===== src/design/assert_macros.svh =====
// Assertion macros used by the allocator RTL
`ifndef ASSERT_MACROS_SVH
`define ASSERT_MACROS_SVH

// Check that an implication holds on every clock edge outside reset
`define ASSERT_IMPL(label, clk, rstn, ante, cons, msg) \
    label: assert property (@(posedge clk) disable iff (!rstn) (ante) |-> (cons)) \
        else $error(msg);

// Check that a condition implies another on the following clock edge
`define ASSERT_NEXT(label, clk, rstn, ante, cons, msg) \
    label: assert property (@(posedge clk) disable iff (!rstn) (ante) |=> (cons)) \
        else $error(msg);

`endif


===== src/design/fsba_pkg.sv =====
// Shared types and codes for the segment allocator
`timescale 1ns / 1ps
package fsba_pkg;
    localparam int MAX_SEGMENTS = 32;
    localparam int SIZE_BITS    = 16;

    localparam logic [2:0] ST_OK       = 3'd0;
    localparam logic [2:0] ST_ZERO     = 3'd1;
    localparam logic [2:0] ST_NOFIT    = 3'd2;
    localparam logic [2:0] ST_FULL     = 3'd3;
    localparam logic [2:0] ST_NOOWNER  = 3'd4;

    localparam logic OP_ALLOC = 1'b0;
    localparam logic OP_FREE  = 1'b1;

    localparam logic [1:0] FIT_FIRST = 2'd0;
    localparam logic [1:0] FIT_BEST  = 2'd1;
    localparam logic [1:0] FIT_WORST = 2'd2;

    localparam logic REG_FIT   = 1'b0;
    localparam logic REG_TOTAL = 1'b1;

    typedef struct packed {
        logic        opcode;
        logic [7:0]  owner_id;
        logic [15:0] request_size;
    } fsba_in_t;

    typedef struct packed {
        logic [2:0]  status;
        logic [15:0] free_total;
        logic [5:0]  free_segments;
        logic [5:0]  used_segments;
        logic [15:0] external_fragmentation;
    } fsba_out_t;
endpackage


===== src/design/fit_strategy_block_allocator_top.sv =====
// Segment allocator top level: first, best or worst fit over a segment table
//
//  channel | ports                       | carries
//  input   | s_valid s_ready s_data      | opcode, owner_id, request_size
//  result  | m_valid m_ready m_data      | status, counts, free total, fragmentation
//  config  | cfg_we cfg_index cfg_wdata  | fit_strategy, total_size
//
// One item at a time; the state machine walks the table entry by entry, with
// a search pass and a shift pass on split, or a find pass and a merge scan
// with a shift pass per merge on free, and then a totals pass.
// Reset leaves one free segment of size 16'hFFFF; no clearing pass.
// A result waits in the output register; s_ready rises again once it is taken.
`timescale 1ns / 1ps
`include "assert_macros.svh"
module fit_strategy_block_allocator_top (
    input  logic                aclk,
    input  logic                aresetn,
    input  logic                s_valid,
    output logic                s_ready,
    input  fsba_pkg::fsba_in_t  s_data,
    output logic                m_valid,
    input  logic                m_ready,
    output fsba_pkg::fsba_out_t m_data,
    input  logic                cfg_we,
    input  logic                cfg_index,
    input  logic [15:0]         cfg_wdata
);
    import fsba_pkg::*;

    localparam int IW = (MAX_SEGMENTS > 2) ? $clog2(MAX_SEGMENTS) : 1;
    localparam int CW = $clog2(MAX_SEGMENTS + 1);
    localparam logic [CW-1:0] MAXC = CW'(MAX_SEGMENTS);

    localparam logic [3:0] S_IDLE   = 4'd0;
    localparam logic [3:0] S_SRCH   = 4'd1;
    localparam logic [3:0] S_DEC    = 4'd2;
    localparam logic [3:0] S_SHIFT  = 4'd3;
    localparam logic [3:0] S_SPLIT  = 4'd4;
    localparam logic [3:0] S_FIND   = 4'd5;
    localparam logic [3:0] S_MERGE  = 4'd6;
    localparam logic [3:0] S_MSHIFT = 4'd7;
    localparam logic [3:0] S_SUM    = 4'd8;
    localparam logic [3:0] S_OUT    = 4'd9;

    // Table as registers; entry count is small, each access uses one or two indices
    logic [SIZE_BITS-1:0] start_mem [MAX_SEGMENTS];
    logic [SIZE_BITS-1:0] size_mem  [MAX_SEGMENTS];
    logic [7:0]           owner_mem [MAX_SEGMENTS];
    logic [MAX_SEGMENTS-1:0] free_reg, free_next;

    logic [3:0]     state_reg, state_next;
    logic [CW-1:0]  count_reg, count_next;
    logic [CW-1:0]  idx_reg, idx_next;
    logic [IW-1:0]  pick_reg, pick_next;
    logic           found_reg, found_next;
    logic [1:0]     fit_reg;
    fsba_in_t       req_reg;
    logic [2:0]     status_reg, status_next;
    logic [SIZE_BITS-1:0] psize_reg, psize_next;
    logic [SIZE_BITS:0]   sum_reg, sum_next;
    logic [CW-1:0]  nfree_reg, nfree_next;
    fsba_out_t      out_reg;
    logic           mvalid_reg;

    logic [IW-1:0]  ia, ib;
    logic [SIZE_BITS-1:0] req_sz;
    logic           cur_free, cur_fits, better;

    assign req_sz   = SIZE_BITS'(req_reg.request_size);
    assign ia       = idx_reg[IW-1:0];
    assign ib       = IW'(idx_reg + CW'(1));
    assign cur_free = free_reg[ia];
    assign cur_fits = cur_free && (size_mem[ia] >= req_sz);
    always_comb begin
        case (fit_reg)
            FIT_BEST:  better = size_mem[ia] < psize_reg;
            FIT_WORST: better = size_mem[ia] > psize_reg;
            default:   better = 1'b0;
        endcase
    end

    assign s_ready = (state_reg == S_IDLE) && !mvalid_reg;
    assign m_valid = mvalid_reg;
    assign m_data  = out_reg;

    always_comb begin
        state_next  = state_reg;
        count_next  = count_reg;
        idx_next    = idx_reg;
        pick_next   = pick_reg;
        found_next  = found_reg;
        status_next = status_reg;
        psize_next  = psize_reg;
        sum_next    = sum_reg;
        nfree_next  = nfree_reg;
        free_next   = free_reg;
        unique case (state_reg)
            S_IDLE: begin
                idx_next   = '0;
                found_next = 1'b0;
                if (s_valid && s_ready) begin
                    if (s_data.opcode == OP_FREE) begin
                        state_next = S_FIND;
                    end else if (s_data.request_size == 16'd0) begin
                        status_next = ST_ZERO;
                        state_next  = S_SUM;
                    end else begin
                        state_next = S_SRCH;
                    end
                end
            end
            S_SRCH: begin
                if (idx_reg >= count_reg) begin
                    state_next = S_DEC;
                end else begin
                    if (cur_fits && (!found_reg || better)) begin
                        found_next = 1'b1;
                        pick_next  = ia;
                        psize_next = size_mem[ia];
                    end
                    if (cur_fits && !found_reg &&
                        fit_reg != FIT_BEST && fit_reg != FIT_WORST) begin
                        state_next = S_DEC;
                    end
                    idx_next = idx_reg + CW'(1);
                end
            end
            S_DEC: begin
                if (!found_reg) begin
                    status_next = ST_NOFIT;
                    state_next  = S_SUM;
                    idx_next    = '0;
                end else if (psize_reg == req_sz) begin
                    status_next = ST_OK;
                    free_next[pick_reg] = 1'b0;
                    state_next  = S_SUM;
                    idx_next    = '0;
                end else if (count_reg >= MAXC) begin
                    status_next = ST_FULL;
                    state_next  = S_SUM;
                    idx_next    = '0;
                end else begin
                    idx_next   = count_reg;
                    state_next = S_SHIFT;
                end
            end
            S_SHIFT: begin
                // move entries up by one, from the top down to pick+2
                if (idx_reg > CW'(pick_reg) + CW'(1)) begin
                    free_next[ia] = free_reg[IW'(idx_reg - CW'(1))];
                    idx_next      = idx_reg - CW'(1);
                end else begin
                    state_next = S_SPLIT;
                end
            end
            S_SPLIT: begin
                free_next[IW'(CW'(pick_reg) + CW'(1))] = 1'b1;
                free_next[pick_reg] = 1'b0;
                count_next  = count_reg + CW'(1);
                status_next = ST_OK;
                state_next  = S_SUM;
                idx_next    = '0;
            end
            S_FIND: begin
                if (idx_reg >= count_reg) begin
                    status_next = ST_NOOWNER;
                    state_next  = S_SUM;
                    idx_next    = '0;
                end else if (!cur_free && owner_mem[ia] == req_reg.owner_id) begin
                    free_next[ia] = 1'b1;
                    status_next   = ST_OK;
                    state_next    = S_MERGE;
                    idx_next      = '0;
                end else begin
                    idx_next = idx_reg + CW'(1);
                end
            end
            S_MERGE: begin
                if (idx_reg + CW'(1) >= count_reg) begin
                    state_next = S_SUM;
                    idx_next   = '0;
                end else if (cur_free && free_reg[ib]) begin
                    pick_next  = ia;
                    idx_next   = idx_reg + CW'(1);
                    state_next = S_MSHIFT;
                end else begin
                    idx_next = idx_reg + CW'(1);
                end
            end
            S_MSHIFT: begin
                // pull entries down by one over the absorbed slot
                if (idx_reg + CW'(1) < count_reg) begin
                    free_next[ia] = free_reg[ib];
                    idx_next      = idx_reg + CW'(1);
                end else begin
                    count_next = count_reg - CW'(1);
                    idx_next   = CW'(pick_reg);
                    state_next = S_MERGE;
                end
            end
            S_SUM: begin
                if (idx_reg >= count_reg) begin
                    state_next = S_OUT;
                end else begin
                    if (cur_free) begin
                        sum_next   = sum_reg + (SIZE_BITS+1)'(size_mem[ia]);
                        nfree_next = nfree_reg + CW'(1);
                    end
                    idx_next = idx_reg + CW'(1);
                end
            end
            S_OUT: begin
                state_next = S_IDLE;
            end
            default: state_next = S_IDLE;
        endcase
        if (state_reg != S_SUM) begin
            sum_next   = '0;
            nfree_next = '0;
        end
        if (state_reg == S_SUM && idx_reg >= count_reg) begin
            sum_next   = sum_reg;
            nfree_next = nfree_reg;
        end
    end

    // Table data writes
    always_ff @(posedge aclk) begin
        if (!aresetn) begin
            start_mem[0] <= '0;
            size_mem[0]  <= SIZE_BITS'(16'hFFFF);
            owner_mem[0] <= '0;
        end else if (cfg_we && cfg_index == REG_TOTAL) begin
            start_mem[0] <= '0;
            size_mem[0]  <= SIZE_BITS'(cfg_wdata);
            owner_mem[0] <= '0;
        end else begin
            unique case (state_reg)
                S_DEC: begin
                    if (found_reg && psize_reg == req_sz)
                        owner_mem[pick_reg] <= req_reg.owner_id;
                end
                S_SHIFT: begin
                    if (idx_reg > CW'(pick_reg) + CW'(1)) begin
                        start_mem[ia] <= start_mem[IW'(idx_reg - CW'(1))];
                        size_mem[ia]  <= size_mem[IW'(idx_reg - CW'(1))];
                        owner_mem[ia] <= owner_mem[IW'(idx_reg - CW'(1))];
                    end
                end
                S_SPLIT: begin
                    start_mem[IW'(CW'(pick_reg) + CW'(1))] <= start_mem[pick_reg] + req_sz;
                    size_mem[IW'(CW'(pick_reg) + CW'(1))]  <= psize_reg - req_sz;
                    owner_mem[IW'(CW'(pick_reg) + CW'(1))] <= '0;
                    size_mem[pick_reg]  <= req_sz;
                    owner_mem[pick_reg] <= req_reg.owner_id;
                end
                S_FIND: begin
                    if (idx_reg < count_reg && !cur_free &&
                        owner_mem[ia] == req_reg.owner_id)
                        owner_mem[ia] <= '0;
                end
                S_MERGE: begin
                    if (idx_reg + CW'(1) < count_reg && cur_free && free_reg[ib])
                        size_mem[ia] <= size_mem[ia] + size_mem[ib];
                end
                S_MSHIFT: begin
                    if (idx_reg + CW'(1) < count_reg) begin
                        start_mem[ia] <= start_mem[ib];
                        size_mem[ia]  <= size_mem[ib];
                        owner_mem[ia] <= owner_mem[ib];
                    end
                end
                default: ;
            endcase
        end
    end

    always_ff @(posedge aclk) begin
        if (!aresetn) begin
            state_reg  <= S_IDLE;
            count_reg  <= CW'(1);
            free_reg   <= MAX_SEGMENTS'(1);
            fit_reg    <= FIT_FIRST;
            mvalid_reg <= 1'b0;
            idx_reg    <= '0;
            found_reg  <= 1'b0;
            sum_reg    <= '0;
            nfree_reg  <= '0;
        end else begin
            state_reg <= state_next;
            idx_reg   <= idx_next;
            found_reg <= found_next;
            sum_reg   <= sum_next;
            nfree_reg <= nfree_next;
            if (cfg_we && cfg_index == REG_TOTAL) begin
                count_reg <= CW'(1);
                free_reg  <= MAX_SEGMENTS'(1);
            end else begin
                count_reg <= count_next;
                free_reg  <= free_next;
            end
            if (cfg_we && cfg_index == REG_FIT)
                fit_reg <= cfg_wdata[1:0];
            if (state_reg == S_OUT)
                mvalid_reg <= 1'b1;
            else if (m_ready)
                mvalid_reg <= 1'b0;
        end
    end

    always_ff @(posedge aclk) begin
        pick_reg   <= pick_next;
        psize_reg  <= psize_next;
        status_reg <= status_next;
        if (s_valid && s_ready)
            req_reg <= s_data;
        if (state_reg == S_OUT) begin
            out_reg.status        <= status_reg;
            out_reg.free_total    <= 16'(sum_reg);
            out_reg.free_segments <= 6'(nfree_reg);
            out_reg.used_segments <= 6'(count_reg - nfree_reg);
            out_reg.external_fragmentation <=
                (nfree_reg > CW'(1)) ? 16'(sum_reg) : 16'd0;
        end
    end

    `ASSERT_IMPL(a_count_range, aclk, aresetn, 1'b1,
        count_reg >= CW'(1) && count_reg <= MAXC, "segment count out of range")
    `ASSERT_IMPL(a_busy_not_ready, aclk, aresetn, state_reg != S_IDLE, !s_ready,
        "ready while busy")
    `ASSERT_NEXT(a_out_valid, aclk, aresetn, state_reg == S_OUT, m_valid,
        "result not presented")
endmodule


===== config.mk =====
export PLATFORM = sky130hd
export DESIGN_NAME = fit_strategy_block_allocator_top
export DESIGN_NICKNAME = d
export VERILOG_FILES = /design/src/design/fsba_pkg.sv /design/src/design/fit_strategy_block_allocator_top.sv
export VERILOG_INCLUDE_DIRS = /design/src /design/src/design
export SDC_FILE = /design/constraint.sdc
export NUM_CORES = 2
export LEC_CHECK = 0
export ABC_CLOCK_PERIOD_IN_PS = 9200
export BUFFER_PORTS_ARGS = -buffer_cell sky130_fd_sc_hd__buf_2
export CORE_MARGIN = 3
export CORE_UTILIZATION = 57
export DETAILED_ROUTE_END_ITERATION = 10
export HOLD_SLACK_MARGIN = 0.03
export MAX_ROUTING_LAYER = met4
export PLACE_DENSITY_LB_ADDON = 0.05
export SYNTH_ARGS = -nofsm -noshare
export SYNTH_HDL_FRONTEND = slang
export SYNTH_SLANG_ARGS = --single-unit

===== constraint.sdc =====
create_clock -name aclk -period 9.2 [get_ports aclk]
set_clock_uncertainty 0.05 [all_clocks]
set_input_delay 0.46 -clock aclk [delete_from_list [all_inputs] [get_ports aclk]]
set_output_delay 0.46 -clock aclk [all_outputs]
set_load 0.01 [all_outputs]

==> flow_summary.ini <==
[timing]
layout_setup_ws_ns = 1.85
finalSetupTns_ns = 0
setup_repair_after_global_routing_missed_its_margin = no
relSlewSlack_pct = 7.97
fin_crit_ns = 7.35
final_report_setup_violation_count = 0
report.final.slew_viol_count = 0
worst_slew_pin_slew_ns = 1.38
maxClockFrequency_mhz = 136
hold-worst-slack_ns = 0.134
finalHoldViolCount = 0
fin_crit_sh_pct = 79.9

[grt]
grt_pass1_wl_um = 330000
antenna_found_initial = 0
grt_use_total_pct = 41.2
grt_overflow_total = 0
grt_max_degree = 114
grt_pass1_vias = 47700

[finish]
largest_register_ffs = 512
area_delta_synth_final_pct = 9.19
post-route-util_pct = 63.0
final_net_count = 5610
final.fill_count = 8494
multiInputGateArea_um2 = 35100
finalNonFillerCells = 6932
regMostFlops = size_mem
seqCellArea_um2 = 25000
layout-drive-gt1-share_pct = 23.0
stdcell_area_um2 = 67900

[route]
wl_per_cell_um = 32.6
drc = 0
highest-signal-layer = met4
detailroute.wirelength.met2_um = 100000
total_routed_wirelength_um = 226000
dr_total_vias = 50400
postRouteAntennaNets = 0
dr.first_iter.drc_count = 7678
detailroute.wirelength.met3_um = 27900
detail_route.vias_per_cell = 7.27
firstDrtPassIters = 6
wl_met1_um = 80900

[worst_setup_path]
reg2regPathDepth = 18
critPathRequiredTime_ns = 9.56
critPathLaunchType = register
crit_path_max_fanout = 37
timing.setup.critical_path_class = register to register
critical_path.endpoint_type = register
cp_data_arrival_time_ns = 7.71

[pwr]
worst_ir_drop_vdd_mv = 0.303
p_total_mw = 18.8
power-per-cell-area_nw_per_um2 = 277
static-leakage-power_nw = 22.5

[place]
place_hpwl_um = 148000
placed_area_um2 = 64000
final_weighted_congestion_in_routability_driven_placement = 0.975
placed_cells = 6707
io_buffer_count = 95
pre_cts_ws_ns = 2.00

[clock_network]
htree_num_levels = 3
cts_root_buffer = sky130_fd_sc_hd__clkbuf_16
cts_inserted_buffers = 106
clock_slew_at_the_register_clock_pins_of_the_worst_setup_and_hold_paths_ns = 0.06
cts_tree = yes
clock_sink_count = 942
clock_latency_ns = 0.71
cts.path.max_buffers = 3

[logic_synthesis]
asyncSetResetFlopFracSynth_pct = 0
syn_area_um2 = 62100
synth_nets = 5731
avgSynthCellArea_um2 = 11.2
number_of_flops_mapped_to_enable_cells_by_yosys = 607
yosysSeqAreaShare_pct = 40.1
gate_count_post_synth = 5559
synth_seq_cells = 942
ys_dominant_reg_cell = sky130_fd_sc_hd__edfxtp_1
ys_types = 87
synth-warning-count = 0

[floorplan]
top_level_ports = 96
start_util_pct = 57.7
die_width_um = 336
die_h_um = 336
placeableCoreArea_um2 = 108000
fp-row-count = 120
fp.dieArea_um2 = 113000

[worst_hold_path]
timing.hold.worst_path_depth = 2
min-delay-path-class = input port to register

[status]
status = finished, final reports clean

[job]
timing.max_cap.violations = 0
## cell usage after synthesis, drive strengths merged (21+ instances only)
library cell | instances | area [um^2]
nor2 | 539 | 2030
a211oi | 72 | 551
a21o | 23 | 173
nand3 | 71 | 440
xor2 | 25 | 219
dfxtp | 335 | 6710
mux4 | 675 | 15200
edfxtp | 607 | 18200
and2 | 53 | 332
clkbuf | 351 | 1320
mux2i | 335 | 3370
nand2 | 791 | 2970
a22oi | 66 | 505
nor3 | 24 | 125
inv | 86 | 323
a21oi | 172 | 861
a31oi | 31 | 200
o21ai | 649 | 3250
nor2b | 40 | 250
and3 | 32 | 200
buf | 173 | 921
a311oi | 21 | 184
ha | 120 | 1500
xnor2 | 37 | 324
## timing repair
action	4_1_cts	5_1_grt
setup buffers	0	0
hold endpoints to repair	26	0
hold buffers	26	0
resized for setup	0	0
## cells by family (layout without fill, tap and decap cells)
family          after synthesis  in the layout  share of synthesized area, %
mux                        1024           1024                          30.1
compound gates             1152           1152                          10.8
xor+xnor                     62             62                         0.874
simple gates               1644           1644                          11.4
other cells                   0              1                             0
buf+inv                     610            579                          4.12
fa+ha+maj                   125            125                          2.58
flops                       942            942                          40.1
## critical path, stage by stage, from the launching register on
cell	delay, ns
sky130_fd_sc_hd__dfxtp_4	0.41
sky130_fd_sc_hd__inv_4	0.43
sky130_fd_sc_hd__ha_4	0.68
sky130_fd_sc_hd__mux4_2	0.61
sky130_fd_sc_hd__mux4_2	0.57
sky130_fd_sc_hd__mux2i_1	0.41
sky130_fd_sc_hd__inv_1	0.10
sky130_fd_sc_hd__ha_1	0.28
sky130_fd_sc_hd__a21o_1	0.21
sky130_fd_sc_hd__a21o_1	0.22
sky130_fd_sc_hd__a2111oi_0	0.63
sky130_fd_sc_hd__nor3_1	0.20
sky130_fd_sc_hd__nor3_1	0.35
sky130_fd_sc_hd__o31ai_1	0.18
sky130_fd_sc_hd__a21o_1	0.21
sky130_fd_sc_hd__xor2_1	0.13
sky130_fd_sc_hd__o21ai_0	0.16
sky130_fd_sc_hd__a221o_1	0.87
sky130_fd_sc_hd__o21ai_0	0.23
## metal layers
| metal | up-vias | GRT usage (%) |
|---|---|---|
| met1 | 24700 | 53.2 |
| met3 | 873 | 9.00 |
| met2 | 3810 | 59.9 |
| met4 | 0 | 25.1 |
| li1 | 21000 | - |
| met5 | - | - |
## power breakdown
group          switching (mW)  total [mW]  internal, mW
Sequential              0.295        5.06          4.77
Combinational            5.70        9.28          3.58
Clock                    1.85        4.45          2.60
## worst paths after layout
path | to | startpoint | slack (ns)
setup / recovery | size_mem[5][13]$_DFFE_PP_ | idx_reg[0]$_SDFFE_PN0P_ | 1.85
hold / removal | m_valid$_SDFFE_PN0P_ | aresetn | 0.13
setup reg to reg | size_mem[5][13]$_DFFE_PP_ | idx_reg[0]$_SDFFE_PN0P_ | 1.85
hold reg to reg | m_data[45]$_DFFE_PP_ | status_reg[1]$_DFFE_PP_ | 0.38
## cell type report
class,instances,area share (%)
Timing Repair Buffer,295,3.19
Antenna cell,1,0.00369
Clock inverter,52,0.824
Sequential cell,942,36.8
Multi-Input combinational cell,4007,51.7
Inverter,86,0.479
Tap cell,1403,2.59
Clock buffer,146,4.45
## placed cells by master, fill, tap and decap left out, drive strengths merged, types with 9 or more instances in the layout
master	n
a211o	9
a211oi	72
a21o	23
a21oi	172
a22o	11
a22oi	66
a311oi	21
a31oi	31
and2	53
and3	32
buf	269
bufinv	11
clkbuf	146
clkinv	33
dfxtp	335
dlygate4sd3	26
edfxtp	607
ha	120
inv	89
mux2	14
mux2i	335
mux4	675
nand2	791
nand2b	17
nand3	71
nand4	15
nor2	539
nor2b	40
nor3	24
nor4	20
o2111ai	14
o21a	15
o21ai	649
o221ai	10
o22ai	11
or3	10
xnor2	37
xor2	25
Note: power is estimated with default switching activity, not from simulation.
